[src/rtl/cakb_pkg.sv]
// ----------------------------------------------------------------------------
// cakb_pkg: shared types and constants of the clipped alpha-key blit
// Field widths, register indexes, the configuration struct and the dimension cap.
// ----------------------------------------------------------------------------
package cakb_pkg;

	localparam int MAX_DIM = 4096;
	localparam int DIM_W   = 13;
	localparam int POS_W   = 14;
	localparam int COORD_W = 12;
	localparam int ADDR_W  = 24;
	localparam int PIXEL_W = 32;
	localparam int ALPHA_W = 8;
	localparam int CFG_W   = 14;
	localparam int IDX_W   = 3;

	localparam logic [DIM_W-1:0] DIM_MAX   = DIM_W'(MAX_DIM);
	localparam logic [DIM_W-1:0] DIM_RESET = DIM_W'(1);
	localparam logic [ALPHA_W-1:0] KEY_RESET = 8'hff;

	typedef enum logic [IDX_W-1:0] {
		REG_DST_WIDTH  = 3'd0,
		REG_DST_HEIGHT = 3'd1,
		REG_SRC_WIDTH  = 3'd2,
		REG_SRC_HEIGHT = 3'd3,
		REG_POS_X      = 3'd4,
		REG_POS_Y      = 3'd5,
		REG_KEY_ALPHA  = 3'd6
	} reg_index_t;

	typedef struct packed {
		logic [DIM_W-1:0]   dst_width;
		logic [DIM_W-1:0]   dst_height;
		logic [DIM_W-1:0]   src_width;
		logic [DIM_W-1:0]   src_height;
		logic [POS_W-1:0]   pos_x;
		logic [POS_W-1:0]   pos_y;
		logic [ALPHA_W-1:0] key_alpha;
	} cfg_t;

	function automatic logic [DIM_W-1:0] cap_dim(input logic [DIM_W-1:0] v);
		return (v > DIM_MAX) ? DIM_MAX : v;
	endfunction

endpackage

[src/rtl/cakb_cfg.sv]
// ----------------------------------------------------------------------------
// cakb_cfg: configuration registers
// Holds the blit setup; dimensions are stored already capped to the maximum.
// ----------------------------------------------------------------------------
module cakb_cfg
	import cakb_pkg::*;
(
	input  logic             clk,
	input  logic             arst_n,
	input  logic             cfg_wr_en,
	input  logic [IDX_W-1:0] cfg_index,
	input  logic [CFG_W-1:0] cfg_wdata,
	output cfg_t             cfg
);

	cfg_t cfg_q;

	always_ff @(posedge clk or negedge arst_n) begin
		if (!arst_n) begin
			cfg_q.dst_width  <= DIM_RESET;
			cfg_q.dst_height <= DIM_RESET;
			cfg_q.src_width  <= DIM_RESET;
			cfg_q.src_height <= DIM_RESET;
			cfg_q.pos_x      <= '0;
			cfg_q.pos_y      <= '0;
			cfg_q.key_alpha  <= KEY_RESET;
		end else if (cfg_wr_en) begin
			unique case (cfg_index)
				REG_DST_WIDTH:  cfg_q.dst_width  <= cap_dim(cfg_wdata[DIM_W-1:0]);
				REG_DST_HEIGHT: cfg_q.dst_height <= cap_dim(cfg_wdata[DIM_W-1:0]);
				REG_SRC_WIDTH:  cfg_q.src_width  <= cap_dim(cfg_wdata[DIM_W-1:0]);
				REG_SRC_HEIGHT: cfg_q.src_height <= cap_dim(cfg_wdata[DIM_W-1:0]);
				REG_POS_X:      cfg_q.pos_x      <= cfg_wdata[POS_W-1:0];
				REG_POS_Y:      cfg_q.pos_y      <= cfg_wdata[POS_W-1:0];
				REG_KEY_ALPHA:  cfg_q.key_alpha  <= cfg_wdata[ALPHA_W-1:0];
				default: ;
			endcase
		end
	end

	assign cfg = cfg_q;

endmodule

[src/rtl/cakb_raster.sv]
// ----------------------------------------------------------------------------
// cakb_raster: source raster counters
// Column and row of the next source pixel, wrapping at row and frame end.
// ----------------------------------------------------------------------------
module cakb_raster
	import cakb_pkg::*;
(
	input  logic               clk,
	input  logic               arst_n,
	input  logic               advance,
	input  cfg_t               cfg,
	output logic [COORD_W-1:0] column,
	output logic [COORD_W-1:0] row
);

	logic [COORD_W-1:0] column_q;
	logic [COORD_W-1:0] row_q;
	logic               col_wrap;
	logic               row_wrap;

	assign col_wrap = ({1'b0, column_q} + DIM_W'(1) >= cfg.src_width) || (&column_q);
	assign row_wrap = ({1'b0, row_q} + DIM_W'(1) >= cfg.src_height) || (&row_q);

	always_ff @(posedge clk or negedge arst_n) begin
		if (!arst_n) begin
			column_q <= '0;
			row_q    <= '0;
		end else if (advance) begin
			if (col_wrap) begin
				column_q <= '0;
				row_q    <= row_wrap ? '0 : row_q + COORD_W'(1);
			end else begin
				column_q <= column_q + COORD_W'(1);
			end
		end
	end

	assign column = column_q;
	assign row    = row_q;

endmodule

[src/rtl/cakb_place.sv]
// ----------------------------------------------------------------------------
// cakb_place: placement, clipping and key test
// Maps a source coordinate onto the target and forms the target pixel index.
// ----------------------------------------------------------------------------
module cakb_place
	import cakb_pkg::*;
(
	input  cfg_t               cfg,
	input  logic [COORD_W-1:0] column,
	input  logic [COORD_W-1:0] row,
	input  logic [ALPHA_W-1:0] alpha,
	output logic               hit,
	output logic [ADDR_W-1:0]  address
);

	localparam int T_W = POS_W + 1;
	localparam int P_W = COORD_W + DIM_W;

	logic [T_W-1:0] tx;
	logic [T_W-1:0] ty;
	logic           x_in;
	logic           y_in;
	logic [P_W-1:0] prod;
	logic [P_W-1:0] sum;

	// sign-extended position plus unsigned source coordinate
	assign tx = {cfg.pos_x[POS_W-1], cfg.pos_x} + {{(T_W-COORD_W){1'b0}}, column};
	assign ty = {cfg.pos_y[POS_W-1], cfg.pos_y} + {{(T_W-COORD_W){1'b0}}, row};

	assign x_in = !tx[T_W-1] && (tx[POS_W-1:0] < {1'b0, cfg.dst_width});
	assign y_in = !ty[T_W-1] && (ty[POS_W-1:0] < {1'b0, cfg.dst_height});
	assign hit  = x_in && y_in && (alpha != cfg.key_alpha);

	assign prod    = {{DIM_W{1'b0}}, ty[COORD_W-1:0]} * {{COORD_W{1'b0}}, cfg.dst_width};
	assign sum     = prod + {{DIM_W{1'b0}}, tx[COORD_W-1:0]};
	assign address = sum[ADDR_W-1:0];

endmodule

[src/rtl/clipped_alpha_key_blit.sv]
// ----------------------------------------------------------------------------
// clipped_alpha_key_blit: clipped alpha-key blit of a source image onto a target
// Accepted words enter the input register, written words the output register.
// One source word per cycle unless stalled; the clip test and row-times-width
// multiply sit in one stage between the input register and the output register.
// Reset clears the raster counters and pipeline valids and loads the register
// defaults: widths and heights 1, positions 0, key alpha 255.
// ----------------------------------------------------------------------------
module clipped_alpha_key_blit
	import cakb_pkg::*;
(
	input  logic               clk,
	input  logic               arst_n,
	input  logic               cfg_wr_en,
	input  logic [IDX_W-1:0]   cfg_index,
	input  logic [CFG_W-1:0]   cfg_wdata,
	input  logic               in_valid,
	output logic               in_stall,
	input  logic [PIXEL_W-1:0] source_pixel,
	output logic               out_valid,
	input  logic               out_stall,
	output logic [ADDR_W-1:0]  write_address,
	output logic [PIXEL_W-1:0] write_pixel
);

	cfg_t               cfg;
	logic [COORD_W-1:0] column;
	logic [COORD_W-1:0] row;
	logic               in_acc;

	logic               valid_s1;
	logic [PIXEL_W-1:0] pixel_s1;
	logic [COORD_W-1:0] column_s1;
	logic [COORD_W-1:0] row_s1;

	logic               valid_s2;
	logic [ADDR_W-1:0]  address_s2;
	logic [PIXEL_W-1:0] pixel_s2;

	logic               hit;
	logic [ADDR_W-1:0]  address;
	logic               out_free;
	logic               s1_move;

	cakb_cfg u_cfg (
		.clk       (clk),
		.arst_n    (arst_n),
		.cfg_wr_en (cfg_wr_en),
		.cfg_index (cfg_index),
		.cfg_wdata (cfg_wdata),
		.cfg       (cfg)
	);

	cakb_raster u_raster (
		.clk     (clk),
		.arst_n  (arst_n),
		.advance (in_acc),
		.cfg     (cfg),
		.column  (column),
		.row     (row)
	);

	cakb_place u_place (
		.cfg     (cfg),
		.column  (column_s1),
		.row     (row_s1),
		.alpha   (pixel_s1[PIXEL_W-1 -: ALPHA_W]),
		.hit     (hit),
		.address (address)
	);

	// clipped or keyed words leave stage 1 without needing the output register
	assign out_free = !valid_s2 || !out_stall;
	assign s1_move  = valid_s1 && (!hit || out_free);
	assign in_stall = valid_s1 && !s1_move;
	assign in_acc   = in_valid && !in_stall;

	always_ff @(posedge clk or negedge arst_n) begin
		if (!arst_n) begin
			valid_s1 <= 1'b0;
		end else if (in_acc) begin
			valid_s1 <= 1'b1;
		end else if (s1_move) begin
			valid_s1 <= 1'b0;
		end
	end

	always_ff @(posedge clk) begin
		if (in_acc) begin
			pixel_s1  <= source_pixel;
			column_s1 <= column;
			row_s1    <= row;
		end
	end

	always_ff @(posedge clk or negedge arst_n) begin
		if (!arst_n) begin
			valid_s2 <= 1'b0;
		end else if (s1_move && hit) begin
			valid_s2 <= 1'b1;
		end else if (!out_stall) begin
			valid_s2 <= 1'b0;
		end
	end

	always_ff @(posedge clk) begin
		if (s1_move && hit) begin
			address_s2 <= address;
			pixel_s2   <= pixel_s1;
		end
	end

	assign out_valid     = valid_s2;
	assign write_address = address_s2;
	assign write_pixel   = pixel_s2;

endmodule
[config.mk]
export PLATFORM = sky130hd
export DESIGN_NAME = clipped_alpha_key_blit
export DESIGN_NICKNAME = d
export VERILOG_FILES = /design/src/rtl/cakb_pkg.sv /design/src/rtl/cakb_cfg.sv /design/src/rtl/cakb_raster.sv /design/src/rtl/cakb_place.sv /design/src/rtl/clipped_alpha_key_blit.sv
export SDC_FILE = /design/constraint.sdc
export NUM_CORES = 1
export LEC_CHECK = 0
export ABC_AREA = 0
export BUFFER_PORTS_ARGS = -buffer_cell sky130_fd_sc_hd__buf_2
export CAP_MARGIN = 20
export CORE_MARGIN = 4
export CORE_UTILIZATION = 30
export CTS_CLUSTER_DIAMETER = 120
export DETAILED_ROUTE_END_ITERATION = 7
export PLACE_DENSITY_LB_ADDON = 0.25
export SLEW_MARGIN = 20
export SYNTH_ARGS = -nofsm -noshare
export SYNTH_HDL_FRONTEND = slang
export SYNTH_SLANG_ARGS = --single-unit
[constraint.sdc]
create_clock -name clk -period 7.9 [get_ports clk]
set_input_delay 0.395 -clock clk [delete_from_list [all_inputs] [get_ports clk]]
set_output_delay 0.395 -clock clk [all_outputs]
set_load 0.05 [all_outputs]
After elaboration in Yosys (flattened, before gate mapping)
Cells that the tools add are included.

Order comparisons: 5. Muxes and demuxes: 7. Add/subtract/negate cells: 7. Multipliers: 1. Equality and inequality tests: 8. Reduce and logical (&&, ||, !) cells: 31.

Operators with widths (count): adder 14 x 13 -> 15 bit (2); < comparator 14 x 13 -> 1 bit (2); adder 12 x 1 -> 13 bit (second input constant) (2); greater-or-equal comparator 13 bit (2); adder 12 x 1 -> 12 bit (second input constant) (2); adder 24 x 12 -> 24 bit (1); multiplier 12 x 13 -> 24 bit (1); 2-to-1 mux 12 bit (2); AND reduction 12 bit (2); AND reduction 2 bit (8); > comparator 13 bit (second input constant) (1); 2-to-1 mux 13 bit (1); equality test 3 bit (second input constant) (3); logical AND 1 bit (8); != test 8 bit (1); logical NOT 1 bit (7); equality test 3 x 2 -> 1 bit (second input constant) (2); logical OR 1 bit (4); 2-to-1 mux 1 bit (4); equality test 3 x 1 -> 1 bit (second input constant) (1); logical NOT 3 bit (1); != test 2 x 1 -> 1 bit (second input constant) (1); nonzero test 2 bit (1).

Input bits: 54. Register bits: 226. Output and inout port bits: 58. Word-level logic and storage cells: 75.

Longest topological paths before layout
Gate-level depths: netlist (run 1).

Depth after elaboration: 13. Depth in mapped cells: 29. Gate-level depth less buffers: 28.

Cells and area by module
Synthesis (run 1) repeated with hierarchy kept, for this count alone.

Cells, all modules: 1514. Area, all modules: 16219.3 sq um.

Modules (own cells, without submodules): cakb_place (cells each 864, seq. area each 0.0 sq um, times used 1, area an instance 7100.6 sq um); clipped_alpha_key_blit (cells each 122, seq. area each 3413.3 sq um, times used 1, area an instance 3452.1 sq um); cakb_cfg (cells each 271, seq. area each 2217.1 sq um, times used 1, area an instance 3435.8 sq um); cakb_raster (cells each 257, seq. area each 600.6 sq um, times used 1, area an instance 2230.9 sq um).

Worst setup path after synthesis (run 1)
Ideal clock, no wire load.

Path type: register to register. From: register u_cfg.cfg_q (netlist bit u_cfg.cfg[12]). To: register address_s2[22], in the netlist write_address[22], data pin. Clock period less this slack: 6.869 ns. Arrival: 6.589 ns. Buffers on the path: 1. Data required time: 7.620 ns. Cell stages (with the launch flop): 26. Setup time: 0.280 ns. Path slack: 1.031 ns. Path through: dfrtp_1 ha_1 a21oi_1 nor3b_1 a211oi_2 o31ai_1 nor2b_1 xnor2_1 clkbuf_1 nand2_1 fa_1 fa_1 inv_1 fa_1 fa_1 inv_1 fa_1 inv_1 ha_1 or3_1 a31o_1 a31o_1 a41o_1 a21oi_1 o21a_1 o211ai_1.

Word-level cells in the longest chain between the ends: 3.

Ends and longest elaborated chain: start, declared (RTL line cakb_cfg.sv:16) `cfg_t cfg_q;`; adder 14 x 13 -> 15 bit (RTL line cakb_place.sv:28) `assign ty = {cfg.pos_y[POS_W-1], cfg.pos_y} + {{(T_W-COORD_W){1'b0}}, row};`; multiplier 12 x 13 -> 24 bit (RTL line cakb_place.sv:34) `assign prod = {{DIM_W{1'b0}}, ty[COORD_W-1:0]} * {{COORD_W{1'b0}}, cfg.dst_width};`; adder 24 x 12 -> 24 bit (RTL line cakb_place.sv:35) `assign sum = prod + {{DIM_W{1'b0}}, tx[COORD_W-1:0]};`; named net address[22] (RTL line clipped_alpha_key_blit.sv:41) `logic [ADDR_W-1:0] address;`; end signal, assigned (RTL line clipped_alpha_key_blit.sv:108) `address_s2 <= address;`; end, declared (RTL line clipped_alpha_key_blit.sv:37) `logic [ADDR_W-1:0] address_s2;`.

The timed path passes the listed nets, and every way through them passes these cells. A chain may end at the register's enable or synchronous reset.

Worst setup path after layout (run 1)
Ends and elaborated chain as after synthesis.

==> results of run 1 <==
==> layout by cell type (no fill, tap or decap), drive strengths merged, types with 4 or more instances in the layout <==
cell type,count
a2111oi,4
a211oi,10
a21o,19
a21oi,39
and2,55
and3,10
buf,125
bufinv,4
clkbuf,33
clkinv,9
clkinvlp,6
dfrtp,102
dfstp,12
dlygate4sd3,33
edfxtp,112
fa,122
ha,144
inv,233
mux2,40
nand2,191
nand2b,29
nand3,22
nand4,6
nor2,41
nor2b,10
nor3,8
o211ai,7
o21a,12
o21ai,107
o21bai,5
o31ai,7
or2,4
or3,7
xnor2,46
xor2,19
==> final cells by class <==
| type | count | area, um2 | area share, % |
|---|---|---|---|
| Inverter | 233 | 874.6 | 4.699 |
| Multi-Input combinational cell | 1004 | 8695 | 46.71 |
| Tap cell | 688 | 860.8 | 4.625 |
| Clock buffer | 33 | 719.4 | 3.865 |
| Timing Repair Buffer | 158 | 997.2 | 5.358 |
| Antenna cell | 1 | 2.502 | 0.01344 |
| Sequential cell | 226 | 6231 | 33.48 |
| Clock inverter | 19 | 232.7 | 1.250 |
==> critical path, delay by kind of cell, from the launching register on <==
kind | cells | cell delay (ns)
xor gates and xnor gates | 1 | 0.13
adders and majority gates | 7 | 3.21
AOI/OAI and AO/OA | 9 | 1.99
DFF | 1 | 0.38
and+or+nand+nor | 4 | 0.94
buffers and inverters | 4 | 0.37
==> how the worst max path moves through the flow <==
| stage | slack (ns) | depth (start not counted) | end | startpoint |
|---|---|---|---|---|
| 2_1_floorplan | 1.03 | 25 | write_address[22]$_DFFE_PP_ | u_cfg.cfg[12]$_DFFE_PN0P_ |
| 3_3_place_gp | 0.77 | 25 | write_address[22]$_DFFE_PP_ | u_cfg.cfg[8]$_DFFE_PN0P_ |
| 3_5_place_dp | 0.63 | 25 | write_address[22]$_DFFE_PP_ | u_cfg.cfg[8]$_DFFE_PN0P_ |
| 4_1_cts | 0.59 | 25 | write_address[22]$_DFFE_PP_ | u_cfg.cfg[12]$_DFFE_PN0P_ |
| 5_1_grt | 0.22 | 25 | write_address[22]$_DFFE_PP_ | u_cfg.cfg[12]$_DFFE_PN0P_ |
| 6_report | 0.58 | 25 | write_address[22]$_DFFE_PP_ | u_cfg.cfg[12]$_DFFE_PN0P_ |
==> per-layer routing <==
metal / track usage, % / part of all wire, %
met1: 18.32 / 46
met2: 22.66 / 48
met3: 2.204 / 3.8
met4: 2.603 / 1.9
met5: 0 / 0.070
==> kinds of logic (layout without fill, tap and decap cells) <==
kind of cell	count (synthesis)	after routing	synth area share, %
mux	41	41	2.882
flops	226	226	39.01
other cells	0	1	0
compound gates	234	234	9.188
buf+inv	276	443	6.634
xor+xnor	65	65	3.564
simple gates	398	398	12.16
fa+ha+maj	266	266	26.57
==> where the power goes <==
group          internal, uW  total (uW)  switching (uW)  leakage (uW)
registers              1620        1770             153       0.00251
clock network           787        1320             531      0.000440
logic                  2140        5090            2950       0.00546
==> stage by stage <==
| stage | cell area (um2) | utilization (%) | power, uW |
|---|---|---|---|
| final | 18610 | 35.35 | 8185 |
| after global routing | 18610 | 35.34 | 9116 |
| after CTS | 18610 | 35.34 | 8332 |
| after detailed placement | 17320 | 32.90 | 6951 |
| after global placement | 17320 | 32.90 | 6831 |
| after floorplan | 15970 | - | 5703 |
==> sequential cells by signal (all words and copies together), names as in the netlist, 12 cells and up <==
| register | cells |
|---|---|
| write_pixel | 32 |
| write_address | 24 |
| row_s1 | 12 |
| u_raster.column | 12 |
| u_cfg.cfg | 88 |
| column_s1 | 12 |
| pixel_s1 | 32 |
| u_raster.row | 12 |
==> out/qor.csv, run 1 <==
stage;metric;value;unit
sta;Final period util;92.70;%
routing;Final ANT Viol Nets;0;
setup_path;R2R Path Start;u_cfg.cfg[12]$_DFFE_PN0P_;
global_route;antenna violations before repair;3;
setup_path;Crit path top cell by count;fa_1;
routing;drt first pass iters;4;
sta;RSZ-0062 raised after global routing;false;
flow_run;Max-Cap Viols;0;
synth;Post-synth ARST share;50.44;%
synth;YS warnings;0;
final_layout;synthesis-to-finish area growth;16.52;%
setup_path;slowest stage delay, CP;0.55;ns
synth;synth top area cells;edfxtp_1, dfrtp_1, fa_1, ha_1, inv_1;
synth;syn avg cell area;10.61;um2
run_status;run status;finished clean;
sta;final setup fails;0;
clock_tree;Clock Latency Late Sink;0.57;ns
die;IO Pins;112;
routing;vias;10890;
setup_path;Worst Path Required;8.18;ns
synth;Seq cells post-synth;226;
sta;Clock Skew;0.01396;ns
power_and_ir_drop;Leak;0.008401;uW
sta;Setup Total Neg Slack;0;ns
final_layout;final non-filler cell total;2362;
sta;Min Hold Slack;0.1308;ns
synth;number of synthesized flops with an enable pin;112;
clock_tree;clock root buffer;clkbuf_16;
die;Die Area;0.05700;mm2
hold_path;hold depth;2;
die;Std-Cell Core Area;0.05266;mm2
routing;wire per inst;16.36;um
setup_path;crit-path max FO;14;
clock_tree;Clock Sinks;226;
clock_tree;CTS tree;yes;
setup_path;crit path launch type;register;
sta;Slew Limit Fails;0;
setup_path;Crit Path Class;register to register;
synth;Mapped Area;0.01597;mm2
place;post-DP HPWL;29.75;mm
final_layout;FILL cells;5279;
routing;Initial DRC Count;466;
clock_tree;Hold-fix buffers, CTS;33;
synth;most common cell in the netlist;inv_1;
clock_tree;H-Tree Depth;1;
routing;DRC viols;0;
clock_tree;Reg clk slew, reported paths;0.06;ns
place;worst slack, placed;0.6256;ns
setup_path;Arr. time, crit path;7.60;ns
die;DIE HEIGHT;238.8;um
die;num rows;84;
routing;WL final;38.63;mm
synth;sequential-to-total area share from yosys stat;39.01;%
clock_tree;clk buf depth;3;
global_route;GRT Overall Usage;13.39;%
die;Die X;238.8;um
hold_path;HP Start;cfg_wdata[13];
routing;vias per cell;4.610;
clock_tree;CTS buffer count;28;
sta;fin crit period;7.324;ns
sta;final worst setup slack;0.5765;ns
synth;Synth area leader;edfxtp_1;
final_layout;NumNets Final;1971;
sta;slew at the pin with the worst max-slew slack;0.8521;ns
global_route;vias in the first global route;11150;
setup_path;Crit. End Element;register;
setup_path;reg2reg setup slack;0.58;ns
synth;most instantiated cells after synthesis;inv_1, nand2_1, ha_1, fa_1, edfxtp_1;
synth;top-area cell type share of the netlist area;21.05;%
sta;FMAX;136.5;MHz
die;initial core utilization;30.34;%
synth;Mapped Nets;1826;
synth;Synth Flop Type;edfxtp_1;
clock_tree;# Post-CTS Setup Buffers;0;
clock_tree;post-cts sizing count;0;
setup_path;slowest stage cell, crit path;fa_1;
sta;final hold violation count;0;
power_and_ir_drop;worst vdd ir;0.0002682;V
hold_path;worst-case hold path end point;u_cfg.cfg[21]$_DFFE_PN0P_;
place;dpl cells;2276;
global_route;largest net degree at the start of global routing;75;
place;GP Congestion;0.8502;
power_and_ir_drop;power per standard cell area;439.8;mW/mm2
setup_path;R2R depth;25;
setup_path;r2r endpoint;write_address[22]$_DFFE_PP_;
synth;post-synthesis cell count;1506;
place;IO buf count;111;
global_route;grt ovf;0;
global_route;first-pass GRT wire length;61.26;mm
final_layout;layout cells sized above 1;14.41;%
hold_path;HP Class;input pin to register;
sta;Slew headroom;43.19;%
synth;Yosys cell types;73;
Note: power is estimated with default switching activity, not from simulation.
==> inputs of run 2 (changes only) <==
ABC_AREA = 1   (was 0)
==> out/qor.csv, run 2 <==
stage;metric;value;unit
die;Die Area;0.05759;mm2
sta;Clock Skew;0.01232;ns
die;DIE HEIGHT;240.0;um
setup_path;slowest stage delay, CP;0.56;ns
synth;top-area cell type share of the netlist area;20.83;%
routing;Final ANT Viol Nets;0;
global_route;vias in the first global route;12150;
setup_path;Crit. End Element;register;
sta;RSZ-0062 raised after global routing;false;
final_layout;commonest non-fill, non-tap cell in the layout;nand2_1;
clock_tree;Reg clk slew, reported paths;0.06;ns
sta;Final period util;87.17;%
clock_tree;clock root buffer;clkbuf_16;
hold_path;hold depth;1;
die;Die X;240.0;um
synth;number of synthesized flops with an enable pin;112;
setup_path;Worst Path Required;8.19;ns
sta;Setup Total Neg Slack;0;ns
synth;Post-synth ARST share;50.44;%
sta;slew at the pin with the worst max-slew slack;0.9063;ns
clock_tree;clk buf depth;3;
clock_tree;CTS tree;yes;
synth;most instantiated cells after synthesis;nand2_1, inv_1, ha_1, fa_1, edfxtp_1;
die;num rows;84;
setup_path;crit path launch type;register;
power_and_ir_drop;Leak;0.009007;uW
synth;Synth Flop Type;edfxtp_1;
final_layout;n_diodes;0;
hold_path;HP Class;input pin to register;
synth;YS warnings;0;
final_layout;FILL cells;5460;
clock_tree;H-Tree Depth;1;
sta;final hold violation count;0;
routing;DRC viols;0;
routing;vias;11800;
power_and_ir_drop;worst vdd ir;0.0003578;V
hold_path;worst-case hold path end point;pixel_s1[27]$_DFFE_PP_;
global_route;largest net degree at the start of global routing;81;
die;initial core utilization;30.48;%
setup_path;R2R Path Start;u_cfg.cfg[8]$_DFFE_PN0P_;
sta;final setup fails;0;
global_route;antenna violations before repair;2;
clock_tree;Clock Sinks;226;
setup_path;Arr. time, crit path;7.17;ns
power_and_ir_drop;power per standard cell area;408.6;mW/mm2
final_layout;final non-filler cell total;2596;
place;GP Congestion;0.8992;
final_layout;NumNets Final;2207;
synth;synth top area cells;edfxtp_1, dfrtp_1, fa_1, ha_1, nand2_1;
setup_path;CP Buf/Inv Count;5;
place;post-DP HPWL;33.00;mm
clock_tree;Clock Latency Late Sink;0.55;ns
sta;Slew headroom;39.58;%
die;Std-Cell Core Area;0.05297;mm2
synth;most common cell in the netlist;nand2_1;
final_layout;max reg flops;88;
synth;Synth area leader;edfxtp_1;
setup_path;slowest stage cell, crit path;fa_1;
place;IO buf count;111;
setup_path;Crit path top cell by count;fa_1;
place;dpl cells;2517;
setup_path;R2R depth;26;
setup_path;crit-path max FO;9;
sta;fin crit period;6.886;ns
setup_path;Crit Path Class;register to register;
flow_run;Max-Cap Viols;0;
global_route;first-pass GRT wire length;66.45;mm
run_status;run status;finished clean;
routing;vias per cell;4.544;
synth;Mapped Area;0.01615;mm2
synth;syn avg cell area;9.226;um2
synth;Seq cells post-synth;226;
routing;WL final;41.91;mm
setup_path;CP startpoint;u_cfg.cfg[8]$_DFFE_PN0P_;
final_layout;synthesis-to-finish area growth;15.27;%
global_route;GRT Overall Usage;14.60;%
routing;wire per inst;16.14;um
global_route;grt ovf;0;
routing;Initial DRC Count;612;
setup_path;reg2reg setup slack;1.01;ns
synth;sequential-to-total area share from yosys stat;38.59;%
synth;Mapped Nets;2070;
hold_path;HP Start;source_pixel[27];
setup_path;r2r endpoint;write_address[21]$_DFFE_PP_;
sta;FMAX;145.2;MHz
synth;post-synthesis cell count;1750;
setup_path;top cell family by delay on the critical path;adder cells;
clock_tree;# Post-CTS Setup Buffers;0;
synth;Yosys cell types;50;
clock_tree;CTS buffer count;27;
die;IO Pins;112;
routing;drt first pass iters;4;
final_layout;layout cells sized above 1;10.22;%
final_layout;most frequent cells in the layout;nand2_1, inv_1, ha_1, fa_1, edfxtp_1;
sta;Slew Limit Fails;0;
==> run 2: routing by layer <==
metal,GRT usage [%],up-vias,part of all wire [%]
li1,-,5800,-
met1,20.20,5717,46
met2,24.33,221,47
met3,2.374,57,4.5
met4,3.078,0,2.4
met5,0,-,0
==> run 2: cell families after synthesis <==
logic type	Yosys count	share of synthesized area, %
flops	226	38.59
simple gates	603	15.33
xor+xnor	64	3.472
buf+inv	381	8.997
fa+ha+maj	266	26.29
compound gates	210	7.323
==> run 2: area by class of cell <==
| cell class | count | area (um2) | area share (%) |
|---|---|---|---|
| inverter | 341 | 1280 | 6.877 |
| clock inverter | 7 | 66.31 | 0.3563 |
| clock buffer | 43 | 788.3 | 4.235 |
| tap | 688 | 860.8 | 4.625 |
| multi-input combinational | 1143 | 8473 | 45.53 |
| sequential | 226 | 6231 | 33.48 |
| timing repair buffer | 148 | 912.1 | 4.901 |
==> run 2: power breakdown <==
group	internal [uW]	total [uW]	switching [uW]
sequential	1610	1760	144
combinational	1720	4650	2920
clock	715	1200	485
==> run 2: what timing repair did <==
| action | 4_1_cts | 5_1_grt |
|---|---|---|
| gates resized for setup | 0 | 0 |
| hold buffers | 29 | 0 |
| hold endpoints to repair | 54 | 0 |
==> run 2: worst max path at each step <==
| stage | end | cells past startpoint | slack [ns] |
|---|---|---|---|
| 3_5_place_dp | write_address[21]$_DFFE_PP_ | 25 | 1.01 |
| 5_1_grt | write_address[21]$_DFFE_PP_ | 25 | 0.54 |
| 6_report | write_address[21]$_DFFE_PP_ | 26 | 1.01 |
| 4_1_cts | write_address[21]$_DFFE_PP_ | 25 | 1.0 |
| 2_1_floorplan | write_address[21]$_DFFE_PP_ | 25 | 1.63 |
| 3_3_place_gp | write_address[21]$_DFFE_PP_ | 25 | 1.12 |
==> run 2: stage by stage <==
step | cell area, um2 | worst slack [ns] | power [uW] | util (%) | hold WS [ns]
2_1_floorplan | 16150 | 1.630 | 5292 | - | 0.09941
3_3_place_gp | 17460 | 1.119 | 6388 | 32.97 | 0.3768
3_5_place_dp | 17460 | 1.014 | 6448 | 32.97 | 0.3825
4_1_cts | 18610 | 0.9987 | 7716 | 35.13 | 0.003108
5_1_grt | 18610 | 0.5360 | 8498 | 35.14 | 0.005115
6_report | 18610 | 1.014 | 7604 | 35.14 | 0.03546
==> run 2: worst reg2reg max path, stage by stage (launching register included) <==
cell,delay [ns]
dfrtp_1,0.35
ha_1,0.17
inv_1,0.05
fa_1,0.40
nor2_1,0.16
a211oi_2,0.07
o21ai_2,0.24
a21oi_1,0.14
xnor2_1,0.47
inv_2,0.19
nor2_1,0.19
fa_1,0.48
fa_1,0.52
fa_1,0.52
fa_1,0.56
inv_1,0.06
fa_1,0.52
inv_1,0.04
ha_1,0.35
nand2_1,0.12
nor2_1,0.15
inv_1,0.05
o21ai_0,0.23
a21oi_1,0.11
o21bai_1,0.22
a21oi_1,0.11
xor2_1,0.15
==> inputs of run 3 (changes only) <==
HOLD_SLACK_MARGIN = 0.05   (was not set)
==> out/qor.csv, run 3 (same netlist as run 2, synthesis figures left out) <==
stage;metric;value;unit
global_route;first-pass GRT wire length;66.52;mm
die;initial core utilization;30.48;%
die;num rows;84;
final_layout;max reg flops;88;
setup_path;Crit path top cell by count;fa_1;
place;IO buf count;111;
setup_path;slowest stage delay, CP;0.56;ns
setup_path;Crit Path Class;register to register;
clock_tree;H-Tree Depth;1;
clock_tree;CTS tree;yes;
final_layout;commonest non-fill, non-tap cell in the layout;nand2_1;
routing;drt first pass iters;5;
sta;slew at the pin with the worst max-slew slack;0.9039;ns
global_route;GRT Overall Usage;14.61;%
die;IO Pins;112;
die;DIE HEIGHT;240.0;um
routing;vias per cell;4.529;
routing;WL final;41.94;mm
clock_tree;Clock Latency Late Sink;0.55;ns
sta;Clock Skew;0.01231;ns
global_route;met1 Use GR;20.21;%
sta;final setup fails;0;
routing;DRC viols;0;
global_route;grt ovf;0;
clock_tree;clk buf depth;3;
setup_path;slowest stage cell, crit path;fa_1;
global_route;largest net degree at the start of global routing;81;
final_layout;layout cells sized above 1;10.20;%
power_and_ir_drop;power per standard cell area;407.2;mW/mm2
routing;vias;11780;
setup_path;Arr. time, crit path;7.18;ns
global_route;Most Used Layer, Global Route;met2;
place;worst slack, placed;1.014;ns
hold_path;HP Class;input pin to register;
setup_path;crit-path max FO;8;
final_layout;final non-filler cell total;2601;
global_route;antenna violations before repair;2;
setup_path;crit path launch type;register;
power_and_ir_drop;total power;7595;uW
place;GP Congestion;0.8992;
routing;Initial DRC Count;680;
global_route;vias in the first global route;12170;
power_and_ir_drop;worst vdd ir;0.0003556;V
power_and_ir_drop;Leak;0.009024;uW
sta;Final period util;87.27;%
flow_run;Max-Cap Viols;0;
setup_path;Worst Path Required;8.19;ns
place;dpl cells;2517;
final_layout;Util after Layout;35.22;%
run_status;run status;finished clean;
sta;Setup Total Neg Slack;0;ns
setup_path;Crit. End Element;register;
global_route;routing usage on met3;2.374;%
clock_tree;clock root buffer;clkbuf_16;
sta;final worst setup slack;1.006;ns
final_layout;NumNets Final;2211;
die;Std-Cell Core Area;0.05297;mm2
die;Die Area;0.05759;mm2
routing;Final ANT Viol Nets;0;
final_layout;synthesis-to-finish area growth;15.54;%
sta;Slew Limit Fails;0;
sta;FMAX;145.1;MHz
clock_tree;CTS buffer count;27;
final_layout;most frequent cells in the layout;nand2_1, inv_1, ha_1, fa_1, edfxtp_1;
place;post-DP HPWL;33.00;mm
global_route;met2 usage;24.37;%
clock_tree;Clock Sinks;226;
sta;RSZ-0062 raised after global routing;false;
sta;final hold violation count;0;
sta;fin crit period;6.894;ns
clock_tree;# Post-CTS Setup Buffers;0;
clock_tree;Reg clk slew, reported paths;0.06;ns
sta;Slew headroom;39.74;%
die;Die X;240.0;um
routing;wire per inst;16.12;um
[run 3: changes by cell type in the layout (fill, tap and decap cells not counted), sizes merged]
| cell | before | now |
|---|---|---|
| diode | 0 | 1 |
| dlygate4sd3 | 29 | 33 |
[run 3: path summary, 6_finish.rpt]
path,startpoint,endpoint,slack [ns],cells past startpoint
max reg2reg,u_cfg.cfg[10]$_DFFE_PN0P_,write_address[21]$_DFFE_PP_,1.01,25
min,out_stall,out_valid$_DFFE_PN0P_,0.14,3
max in group asynchronous,arst_n,u_cfg.cfg[81]$_DFFE_PN0P_,6.43,3
min reg2reg,pixel_s1[15]$_DFFE_PP_,write_pixel[15]$_DFFE_PP_,0.42,0
min in group asynchronous,arst_n,u_cfg.cfg[57]$_DFFE_PN0P_,0.35,2
max,u_cfg.cfg[10]$_DFFE_PN0P_,write_address[21]$_DFFE_PP_,1.01,25
[run 3: final cells by class]
class	instances	area, um2
Antenna cell	1	2.502
Clock buffer	43	788.3
Clock inverter	7	66.31
Fill cell	5457	34320
Inverter	341	1280
Multi-Input combinational cell	1143	8473
Sequential cell	226	6231
Tap cell	688	860.8
Timing Repair Buffer	152	952.2
[run 3: per-layer routing]
layer  wire, um  vias up
li1           -     5806
met1      19440     5703
met2      19790      219
met3       1792       52
met4        915        0
met5          0        -
[run 3: report_power, final]
| group | switching [uW] | internal, uW | total (uW) | leakage, uW |
|---|---|---|---|---|
| logic | 2910 | 1720 | 4640 | 0.00608 |
| registers | 144 | 1610 | 1760 | 0.00253 |
| clock network | 484 | 715 | 1200 | 0.000416 |
[run 3: per-stage QoR]
step | instance area [um2] | hold WS [ns]
2_1_floorplan | 16150 | 0.09941
3_3_place_gp | 17460 | 0.3768
3_5_place_dp | 17460 | 0.3825
4_1_cts | 18650 | 0.1009
5_1_grt | 18650 | 0.1569
6_report | 18650 | 0.1364
[run 3: critical path, delay by kind of cell (launching register included)]
family | cells | cell delay [ns]
buffers and inverters | 4 | 0.43
and+or+nand+nor | 6 | 0.95
xor gates and xnor gates | 2 | 0.62
AOI/OAI and AO/OA | 6 | 1.01
DFF | 1 | 0.38
adders and majority gates | 7 | 3.27
[run 3: timing repair]
action,4_1_cts,5_1_grt
setup endpoints to repair,0,0
hold buffers,33,0
resized for setup,0,0
hold endpoints to repair,58,0
